==> config.mk <==
export PLATFORM = sky130hd
export DESIGN_NAME = bba_word_ops
export DESIGN_NICKNAME = d
export VERILOG_FILES = /design/src/hdl/bba_pkg.sv /design/src/hdl/bba_word_ops.sv
export SDC_FILE = /design/constraint.sdc
export NUM_CORES = 1
export LEC_CHECK = 0
export ABC_AREA = 1
export BUFFER_PORTS_ARGS = -buffer_cell sky130_fd_sc_hd__buf_4
export CORE_MARGIN = 8
export CORE_UTILIZATION = 50
export DETAILED_ROUTE_END_ITERATION = 8
export GPL_ROUTABILITY_DRIVEN = 1
export PLACE_DENSITY = 0.72
export SYNTH_ARGS = -nofsm -noshare
export SYNTH_HDL_FRONTEND = slang
export SYNTH_SLANG_ARGS = --single-unit
==> constraint.sdc <==
create_clock -name vclk -period 3.6
set_input_delay 0 -clock vclk [all_inputs]
set_output_delay 0 -clock vclk [all_outputs]
set_load 0.01 [all_outputs]
==> src/hdl/bba_pkg.sv <==
// Shared types, codes and constants of the bitmap block allocator.
`default_nettype none
package bba_pkg;

   localparam int NUM_WORDS_DEF = 4096;
   localparam int WORD_BITS     = 32;
   localparam int LO_W          = 5;

   localparam int KIND_W     = 2;
   localparam int FIRST_W    = 17;
   localparam int COUNT_W    = 18;
   localparam int STATUS_W   = 2;
   localparam int REGION_W   = 17;
   localparam int REQ_DATA_W = 40;
   localparam int RSP_DATA_W = 24;
   localparam int CSR_ADDR_W = 3;
   localparam int CSR_DATA_W = 32;

   localparam logic [WORD_BITS-1:0] ALL_USED = 32'hFFFF_FFFF;

   localparam logic [KIND_W-1:0] KIND_MARK  = 2'd0;
   localparam logic [KIND_W-1:0] KIND_FREE  = 2'd1;
   localparam logic [KIND_W-1:0] KIND_ALLOC = 2'd2;

   localparam logic [STATUS_W-1:0] ST_OK       = 2'd0;
   localparam logic [STATUS_W-1:0] ST_NOFIT    = 2'd1;
   localparam logic [STATUS_W-1:0] ST_CONFLICT = 2'd2;
   localparam logic [STATUS_W-1:0] ST_RANGE    = 2'd3;

   // register index taken from paddr[2]
   localparam logic CSR_CHECK_REG = 1'b0;

   typedef enum logic [2:0] {
      S_CLEAR,
      S_IDLE,
      S_DECODE,
      S_SCAN,
      S_PRIME,
      S_MARK,
      S_DONE
   } state_type;

   typedef struct packed {
      logic [WORD_BITS-1:0] new_word;
      logic                 conflict;
      logic [COUNT_W-1:0]   left_next;
      logic                 run_broken;
      logic                 run_found;
      logic [COUNT_W-1:0]   need_next;
   } word_res_type;

endpackage
`default_nettype wire

==> src/hdl/bba_word_ops.sv <==
// Per-word mark/free update and free-run test on one bitmap word.
`default_nettype none
module bba_word_ops (
   input  wire logic [bba_pkg::WORD_BITS-1:0] word,
   input  wire logic [bba_pkg::LO_W-1:0]      lo,
   input  wire logic [bba_pkg::COUNT_W-1:0]   left,
   input  wire logic                          op_free,
   input  wire logic                          check,
   output bba_pkg::word_res_type              res
);

   logic [bba_pkg::LO_W:0]        span;
   logic                          to_end;
   logic [bba_pkg::LO_W-1:0]      end_pos;
   logic [bba_pkg::WORD_BITS-1:0] hi_mask;
   logic [bba_pkg::WORD_BITS-1:0] lo_mask;
   logic [bba_pkg::WORD_BITS-1:0] mask;
   logic [bba_pkg::WORD_BITS-1:0] hit;
   logic [bba_pkg::WORD_BITS-1:0] below;
   logic [bba_pkg::WORD_BITS-1:0] part;
   logic                          whole;
   logic                          big;
   logic [bba_pkg::WORD_BITS-1:0] need_mask;

   always_comb begin
      span    = (bba_pkg::LO_W+1)'(bba_pkg::WORD_BITS) - {1'b0, lo};
      to_end  = left >= bba_pkg::COUNT_W'(span);
      end_pos = lo + left[bba_pkg::LO_W-1:0];
      hi_mask = to_end ? bba_pkg::ALL_USED
                       : (bba_pkg::WORD_BITS'(1) << end_pos) - bba_pkg::WORD_BITS'(1);
      lo_mask = ~((bba_pkg::WORD_BITS'(1) << lo) - bba_pkg::WORD_BITS'(1));
      mask    = hi_mask & lo_mask;
      whole   = !op_free && (lo == '0) && (left >= bba_pkg::COUNT_W'(bba_pkg::WORD_BITS));
      hit     = op_free ? (~word & mask) : (word & mask);
      // bits below the lowest conflicting bit
      below   = ~hit & (hit - bba_pkg::WORD_BITS'(1));

      res.conflict = check && (hit != '0);
      if (res.conflict) begin
         part = whole ? '0 : (mask & below);
      end else begin
         part = mask;
      end
      res.new_word  = op_free ? (word & ~part) : (word | part);
      res.left_next = to_end ? (left - bba_pkg::COUNT_W'(span)) : '0;

      big       = left >= bba_pkg::COUNT_W'(bba_pkg::WORD_BITS);
      need_mask = (bba_pkg::WORD_BITS'(1) << left[bba_pkg::LO_W-1:0])
                  - bba_pkg::WORD_BITS'(1);
      res.need_next  = left - bba_pkg::COUNT_W'(bba_pkg::WORD_BITS);
      res.run_broken = big ? (word != '0) : ((word & need_mask) != '0);
      res.run_found  = !res.run_broken && (!big || (res.need_next == '0));
   end

endmodule
`default_nettype wire

==> flow_metrics.tcl, run 1 <==
set metrics [dict create \
    status "complete, no violations" \
    period_needed_ns 3.524 \
    syn_inst 1292 \
    final_core_util 0.6670 \
    detail_route.wl_per_cell_um 16.79 \
    synth_fp_nets 1372 \
    yosys_warnings 0 \
    drive_gt1_frac 0.2679 \
    p_total_mw 1.805 \
    synth_cell_types 48 \
    antennaDiodeCount 0 \
    die_y_um 132.1 \
    synth_seq_area_share 0 \
    die_area_um2 17440 \
    syn_to_final_growth_pct 30.63 \
    syn_avg_cell_area_um2 5.213 \
    critPathSlowestCell "fa_2" \
    min_path_type "in -> out" \
    setup.worst_path.start_class "input port" \
    power.density_nw_per_um2 205.1 \
    crit_required_ns 3.60 \
    grt_pass1_wl_um 42840 \
    core_um2 13190 \
    drc 0 \
    p_leak_nw 4.932 \
    worstPathArrival_ns 3.52 \
    vdd_drop_max_mv 0.1739 \
    drt_iter0_drc 954 \
    slew_violations 0 \
    vias 9385 \
    finalHoldViolations 0 \
    grt_usage 0.2896 \
    crit_type "in -> out" \
    finalSetupViolations 0 \
    fillers 1319 \
    drt_wl_total_um 27340 \
    antenna_found_initial 0 \
    first_pass_iters 6 \
    grt_pass1_vias 8586 \
    multi_input_area_um2 6228 \
    crit_path_start "lo[0]" \
    slew_headroom 0.5875 \
    netlist_area_um2 6735 \
    grt_max_degree 35 \
    num_rows 42 \
    finalWeightedCongestion 0.9992 \
    drtAntennaViolNets 0 \
    seq_area_um2 0 \
    end_kind "output pin" \
    gr-total-overflow 0 \
    start_util 0.5106 \
    n_clock_buffer 0 \
    die_x_um 132.1 \
    hold_start "word[2]" \
    io_buffers 128 \
    cap_violations 0 \
    io_pins 128 \
    max_freq_ghz 0.2837 \
    fin_nets 1534 \
    period_share 0.9790 \
    seq_cells 0 \
    worst-slew-pin-transition_ns 0.6164 \
    cp_common_cell "nand2_1" \
    max_stage_delay_ns 0.59 \
    rsz0062_at_grt "true" \
    dp_hpwl_um 22250 \
    viasPerCell 5.765 \
    crit_fanout 6 \
]
==> routing by layer <==
metal	vias to the layer above	track usage	share of wire
li1	4614	-	-
met1	4230	0.3708	0.42
met2	463	0.4783	0.45
met3	78	0.04421	0.088
met4	0	0.1072	0.044
met5	-	0	0
==> metrics by stage <==
stage	worst slack (ns)	cells	hold WS (ns)	TNS [ns]	cell area, um2
2_1_floorplan	0.4297	1292	0.06070	0	6735
3_3_place_gp	-0.01178	1600	0.3207	-0.01254	8071
3_5_place_dp	-0.07302	1600	0.3230	-0.9885	8071
4_1_cts	0.01664	1606	0.3238	0	8133
5_1_grt	-0.04601	1628	0.3422	-0.8779	8798
6_report	0.07573	1628	0.3258	0	8798
==> cells by family (layout without fill, tap and decap cells) <==
family / count (synthesis) / in the layout / synth area share
xor gates and xnor gates: 70 / 70 / 0.09103
AOI/OAI and AO/OA: 88 / 88 / 0.08248
buffers and inverters: 208 / 366 / 0.1326
and+or+nand+nor: 903 / 905 / 0.6489
adders and majority gates: 23 / 23 / 0.04496
==> placed cells by master, fill, tap and decap left out, drive strengths merged, types with 3 or more instances in the layout <==
master and instances:
o2111ai 3, xor2 65, a21oi 30, o211ai 16, inv 157, xnor2 5
nand3 222, nor3b 4, nor2 180, nand3b 7, and3 3, or2 4
o21ai 24, buf 206, ha 21, and2 4, a31oi 3, nor4 18
nand4 58, nor3 27, nand2 378
==> worst max-delay path: cells and delay by family <==
kind,cells,cell delay (ns)
AOI/OAI and AO/OA,2,0.42
adders and majority gates,2,0.72
and+or+nand+nor,14,1.56
buffers and inverters,7,0.79
==> cell usage after synthesis, types with 2 or more instances <==
cell       number  share of area
nand3_4         2         0.0052
buf_4           9          0.010
a41oi_1         2         0.0026
nor2_1        150          0.084
and3_1          3         0.0028
o31ai_1         2         0.0022
nor3_1         25          0.019
o211ai_1       13          0.014
a21boi_0        2         0.0022
xnor2_1         5         0.0065
nand2_2        10         0.0093
nand3_1       178           0.13
o21ai_0        18          0.013
nor2_2         18          0.017
nand3_2        42          0.062
nor4_1         18          0.017
a31oi_1         3         0.0028
clkbuf_1       12         0.0067
ha_1           21          0.039
o211ai_2        2         0.0037
nand3b_1        7         0.0078
xor2_1         65          0.085
nor3_2          2         0.0030
and2_1          4         0.0037
nor3b_1         4         0.0045
nand4_1        56          0.052
buf_2          15          0.011
buf_6           8          0.013
nor2_4         10          0.017
nand4_2         2         0.0037
or2_2           3         0.0028
o2111ai_1       3         0.0039
buf_1           6         0.0033
fa_1            2         0.0059
nand2_1       367           0.20
inv_2          18          0.010
inv_1         139          0.077
o21bai_1        2         0.0022
o21ai_1         6         0.0045
a21oi_1        30          0.022
==> where the power goes <==
| part | switching (mW) | internal (mW) | leakage [nW] |
|---|---|---|---|
| logic | 1.10 | 0.706 | 4.93 |
| clock network | 0 | 0 | 0 |
| registers | 0 | 0 | 0 |
| total | 1.10 | 0.706 | 4.93 |
==> area by class of cell <==
cell class,instances,share of cell area
Inverter,158,0.06883
Multi-Input combinational cell,1086,0.7079
Tap cell,176,0.02503
Timing Repair Buffer,208,0.1982
==> worst paths after layout <==
path	to	slack, ns	cells past startpoint
worst min-delay path	res[41]	0.33	4
worst max-delay path	res[46]	0.08	25
==> what timing repair did <==
item / 4_1_cts / 5_1_grt
gates cloned: 2 / 2
pin swaps: 3 / 37
resized for setup: 2 / 113
endpoints found under the setup margin: 30 / 34
buffers inserted: 4 / 20
hold buffers: 0 / 0
Note: power is estimated with default switching activity, not from simulation.
==> run 2, diff against run 1 <==
Settings changed: CORE_UTILIZATION 50 to 43, PLACE_DENSITY 0.72 to 0.64.
==> flow_metrics.tcl, run 2 (synthesis gave the netlist of run 1 again) <==
set metrics [dict create \
    status "complete, no violations" \
    io_pins 128 \
    core_um2 15260 \
    critPathSlowestCell "fa_2" \
    grt_usage 0.2654 \
    switching_share 0.6114 \
    vdd_drop_max_mv 0.1106 \
    clock_power_share 0 \
    vias 9327 \
    cp_num_buf_inv 5 \
    die_area_um2 19920 \
    holdBufCountCts 0 \
    dp_hpwl_um 23110 \
    p_comb_frac 1.000 \
    setup.worst_path.start_class "input port" \
    finalWeightedCongestion 1.008 \
    worst-slew-pin-transition_ns 0.6607 \
    drt_iter0_drc 897 \
    p_seq_frac 0 \
    cp_top_family "simple AND/OR/NAND/NOR gates" \
    max_freq_ghz 0.2842 \
    worstPathArrival_ns 3.52 \
    power.density_nw_per_um2 202.1 \
    preCtsSetupSlack_ns -0.05614 \
    period_needed_ns 3.519 \
    detail_route.wl_per_cell_um 17.19 \
    drt_wl_total_um 28690 \
    io_buffers 128 \
    grt_pass1_vias 8479 \
    finalHoldViolations 0 \
    rsz0062_at_grt "true" \
    seq_cells 0 \
    slew_headroom 0.5539 \
    hold_start "word[31]" \
    finalSetupViolations 0 \
    final_area_um2 8957 \
    period_share 0.9775 \
    final_cell_mix "nand2_1, buf_4, nand3_1" \
    cap_violations 0 \
    end_kind "output pin" \
    grt_max_degree 35 \
    slew_violations 0 \
    hold-path-endpoint "res[70]" \
    path_cells "buf_12 -> ha_4 -> inv_2 -> fa_2 -> nand2_1 -> nor2_4 -> buf_4 -> o211ai_1 -> nand2_1 -> nor2_4 -> nand2_1 -> o21bai_1 -> nand3_2 -> nand3_2 -> nand4_1 -> nor2_4 -> nand3_4 -> buf_12 -> nand2_4 -> nand2_4 -> nand2_2 -> o21ai_1 -> buf_4" \
    busiest_layer "met2" \
    p_int_mw 0.7035 \
    hold_path_depth 4 \
    min_path_type "in -> out" \
    power.switching_mw 1.107 \
    first_pass_iters 6 \
    grt_util_met2 0.4424 \
    die_x_um 141.2 \
    groute.layer.met1.usage 0.3428 \
    syn_to_final_growth_pct 32.99 \
    multi_input_area_um2 6233 \
    mostFrequentLayoutCell "nand2_1" \
    grt_pass1_wl_um 43330 \
    fillers 1608 \
    crit_fanout 8 \
    crit_type "in -> out" \
    n_clock_buffer 0 \
    gr-total-overflow 0 \
    crit_required_ns 3.60 \
    max_stage_delay_ns 0.49 \
    p_leak_nw 4.994 \
    drive_gt1_frac 0.2750 \
    antennaDiodeCount 0 \
    place_area_um2 8160 \
    viasPerCell 5.588 \
    num_rows 45 \
    antenna_found_initial 0 \
    start_util 0.4414 \
    drc 0 \
    drtAntennaViolNets 0 \
    fin_nets 1540 \
    seq_area_um2 0 \
    holdWs_ns 0.3273 \
    die_y_um 141.2 \
    met3_usage 0.03950 \
    finalWorstSetupSlack_ns 0.08111 \
]
==> run 2: changes by cell type in the layout (fill, tap and decap cells not counted), sizes merged <==
| cell | delta |
|---|---|
| buf | +3 |
| clkbuf | +3 |
==> run 2: worst max path at each step <==
| stage | start | to | slack (ns) | cells past startpoint |
|---|---|---|---|---|
| floorplan | lo[0] | res[66] | 0.43 | 27 |
| global placement | lo[0] | res[70] | -0.01 | 25 |
| detailed placement | lo[0] | res[70] | -0.06 | 27 |
| CTS | lo[1] | res[70] | 0.009 | 26 |
| global route | lo[0] | res[47] | -0.12 | 25 |
| finish | lo[0] | res[70] | 0.08 | 23 |
==> run 2: repair_timing <==
action | in CTS | in global routing
buffers inserted | 2 | 19
endpoints found under the setup margin | 15 | 33
pin swaps | 2 | 49
gates cloned | 1 | 6
resized for setup | 5 | 123
==> run 2: metal layers <==
metal	up-vias	wire length, um	share of wire
met5	-	0	0
met4	0	977	0.034
met3	46	2463	0.086
met2	459	12930	0.45
met1	4220	12320	0.43
li1	4602	-	-
==> run 2: cell type report <==
class | instances | area share
Multi-Input combinational cell | 1086 | 0.6959
Inverter | 158 | 0.06789
Timing Repair Buffer | 214 | 0.2067
Tap cell | 211 | 0.02947
==> run 2: through the flow <==
stage / power [mW] / util / setup TNS, ns / cells
4_1_cts: 1.632 / 0.5374 / 0 / 1644
6_report: 1.810 / 0.5870 / 0 / 1669
3_5_place_dp: 1.611 / 0.5348 / -0.3521 / 1641
5_1_grt: 1.982 / 0.5870 / -3.033 / 1669
3_3_place_gp: 1.605 / 0.5348 / -0.01295 / 1641
2_1_floorplan: 1.057 / - / 0 / 1292
==> run 2: power groups by stage <==
stage | combinational, mW | clock [mW] | sequential, mW
finish | 1.81 | 0 | 0
global route | 1.98 | 0 | 0
CTS | 1.63 | 0 | 0
detailed placement | 1.61 | 0 | 0
global placement | 1.61 | 0 | 0
floorplan | 1.06 | 0 | 0
==> run 3, diff against run 2 <==
Settings changed: ABC_AREA 1 to 0, CELL_PAD_IN_SITES_DETAIL_PLACEMENT set to 1, CELL_PAD_IN_SITES_GLOBAL_PLACEMENT set to 2, CORE_UTILIZATION 43 to 30, PLACE_DENSITY 0.64 to 0.83.
==> flow_metrics.tcl, run 3 <==
set metrics [dict create \
    period_needed_ns 4.372 \
    die_y_um 150.0 \
    cap_violations 0 \
    power.switching_mw 0.9436 \
    holdBufCountCts 0 \
    max_freq_ghz 0.2287 \
    end_kind "output pin" \
    drc 0 \
    antenna_found_initial 0 \
    io_buffers 128 \
    p_leak_nw 4.016 \
    die_x_um 150.0 \
    grt_pass1_wl_um 49180 \
    crit_type "in -> out" \
    setup.worst_path.start_class "input port" \
    hold_path_depth 2 \
    finalWeightedCongestion 0.9746 \
    grt_pass1_vias 8766 \
    switching_share 0.5408 \
    grt_usage 0.2741 \
    p_int_mw 0.8012 \
    status "finished, violations left" \
    seq_cells 0 \
    period_share 1.215 \
    core_um2 17780 \
    p_seq_frac 0 \
    synth_cell_types 87 \
    p_comb_frac 1.000 \
    finalSetupViolations 33 \
    min_path_type "in -> out" \
    n_clock_buffer 0 \
    syn_inst 849 \
    seq_area_um2 0 \
    yosys.area.top_type "nor2_1" \
    power.density_nw_per_um2 191.6 \
    synth_most_common_cell "nor2_1" \
    syn_avg_cell_area_um2 6.343 \
    clock_power_share 0 \
    hold_start "left[4]" \
    vias 8368 \
    mostFrequentLayoutCell "buf_4" \
    io_pins 128 \
    die_area_um2 22490 \
    viasPerCell 5.947 \
    gr-total-overflow 0 \
    vdd_drop_max_mv 0.1005 \
    fin_nets 1260 \
    final_core_util 0.5121 \
    violations "setup timing" \
    tns_ns -22.21 \
    multi_input_area_um2 5450 \
    worst-slew-pin-transition_ns 0.7344 \
    synth_seq_area_share 0 \
    worstPathArrival_ns 4.37 \
    crit_fanout 8 \
    first_pass_iters 5 \
    drt_iter0_drc 484 \
    synth_area_leaders "nor2_1, nand2_1, a21oi_1, ha_1, xor2_1" \
    netlist_area_um2 5385 \
    antennaDiodeCount 0 \
    drive_gt1_frac 0.4542 \
    slew_headroom 0.5059 \
    num_rows 49 \
    final_cell_mix "buf_4, nor2_1, nand2_1" \
    crit_required_ns 3.60 \
    synth_top_cell_area_share 0.06273 \
    fillers 2287 \
    start_util 0.3029 \
    drtAntennaViolNets 0 \
    finalWorstSetupSlack_ns -0.7723 \
    synth_fp_nets 929 \
    yosys_warnings 0 \
    finalHoldViolations 0 \
    detail_route.wl_per_cell_um 23.25 \
    synthTopCellsByCount "nor2_1, nand2_1, a21oi_1, o21ai_0, inv_1" \
    dp_hpwl_um 24870 \
    rsz0062_at_grt "true" \
    drt_wl_total_um 32710 \
    grt_max_degree 44 \
    hold-path-endpoint "res[4]" \
    slew_violations 0 \
    syn_to_final_growth_pct 69.08 \
]
run 3: cells by family after synthesis:
kind of cell	after synthesis	synth area share
AOI/OAI and AO/OA	288	0.3687
xor gates and xnor gates	46	0.07621
adders and majority gates	23	0.05623
buffers and inverters	113	0.09131
muxes	39	0.07806
and+or+nand+nor	340	0.3295
run 3: layout make-up:
cell class,count,area share
Inverter,42,0.01786
Multi-Input combinational cell,736,0.5986
Tap cell,229,0.03147
Timing Repair Buffer,400,0.3521
run 3: routing by layer:
metal / vias up / wire, um / global-route usage / part of all wire
li1: 3818 / - / - / -
met1: 4120 / 13670 / 0.3454 / 0.42
met2: 335 / 15790 / 0.4689 / 0.48
met3: 95 / 1912 / 0.03447 / 0.058
met4: 0 / 1339 / 0.09795 / 0.041
met5: - / 0 / 0 / 0
run 3: worst max path at each step:
| stage | from | slack (ns) | depth (start not counted) | endpoint |
|---|---|---|---|---|
| detailed placement | lo[1] | -0.94 | 22 | res[64] |
| global route | left[0] | -0.97 | 21 | res[69] |
| global placement | left[0] | -0.75 | 21 | res[64] |
| finish | left[0] | -0.77 | 26 | res[43] |
| floorplan | lo[0] | -0.40 | 22 | res[65] |
| CTS | left[0] | -0.57 | 23 | res[65] |
run 3: stage by stage:
stage / hold slack (ns) / total power [mW] / setup slack (ns) / cells / cell area [um2]
after global placement: 0.2588 / 1.441 / -0.7524 / 1360 / 8094
after detailed placement: 0.2614 / 1.459 / -0.9438 / 1360 / 8094
final: 0.2556 / 1.745 / -0.7723 / 1407 / 9105
after CTS: 0.2624 / 1.632 / -0.5732 / 1401 / 8941
after global routing: 0.2635 / 1.840 / -0.9669 / 1407 / 9105
after floorplan: 0.05328 / 0.7495 / -0.3976 / 849 / 5487
run 3: power by group through the flow:
stage               Clock, mW  Sequential, mW  Combinational [mW]
floorplan                   0               0               0.750
global placement            0               0                1.44
detailed placement          0               0                1.46
CTS                         0               0                1.63
global route                0               0                1.84
finish                      0               0                1.74
run 3: critical path, stage by stage:
cell and delay [ns]:
buf_8 0.08, ha_4 0.13, inv_2 0.03, fa_2 0.42, buf_6 0.16, nor2b_4 0.11, o22a_1 0.21, xor2_2 0.10
or3_4 0.37, ha_4 0.22, inv_6 0.10, buf_6 0.12, nand2_1 0.08, mux2i_2 0.18, a211oi_2 0.09, buf_4 0.17
nor4b_2 0.28, nor4b_2 0.08, buf_4 0.16, nand4_4 0.13, o41ai_4 0.08, buf_4 0.18, buf_12 0.15, o21ai_1 0.20
mux2_2 0.37, buf_4 0.15
run 3: repair_timing:
action                     CTS  global route
cloned                       2             1
setup endpoints to repair   33            33
buffers inserted            39             5
resized for setup          116            23
pin swaps                   31             7
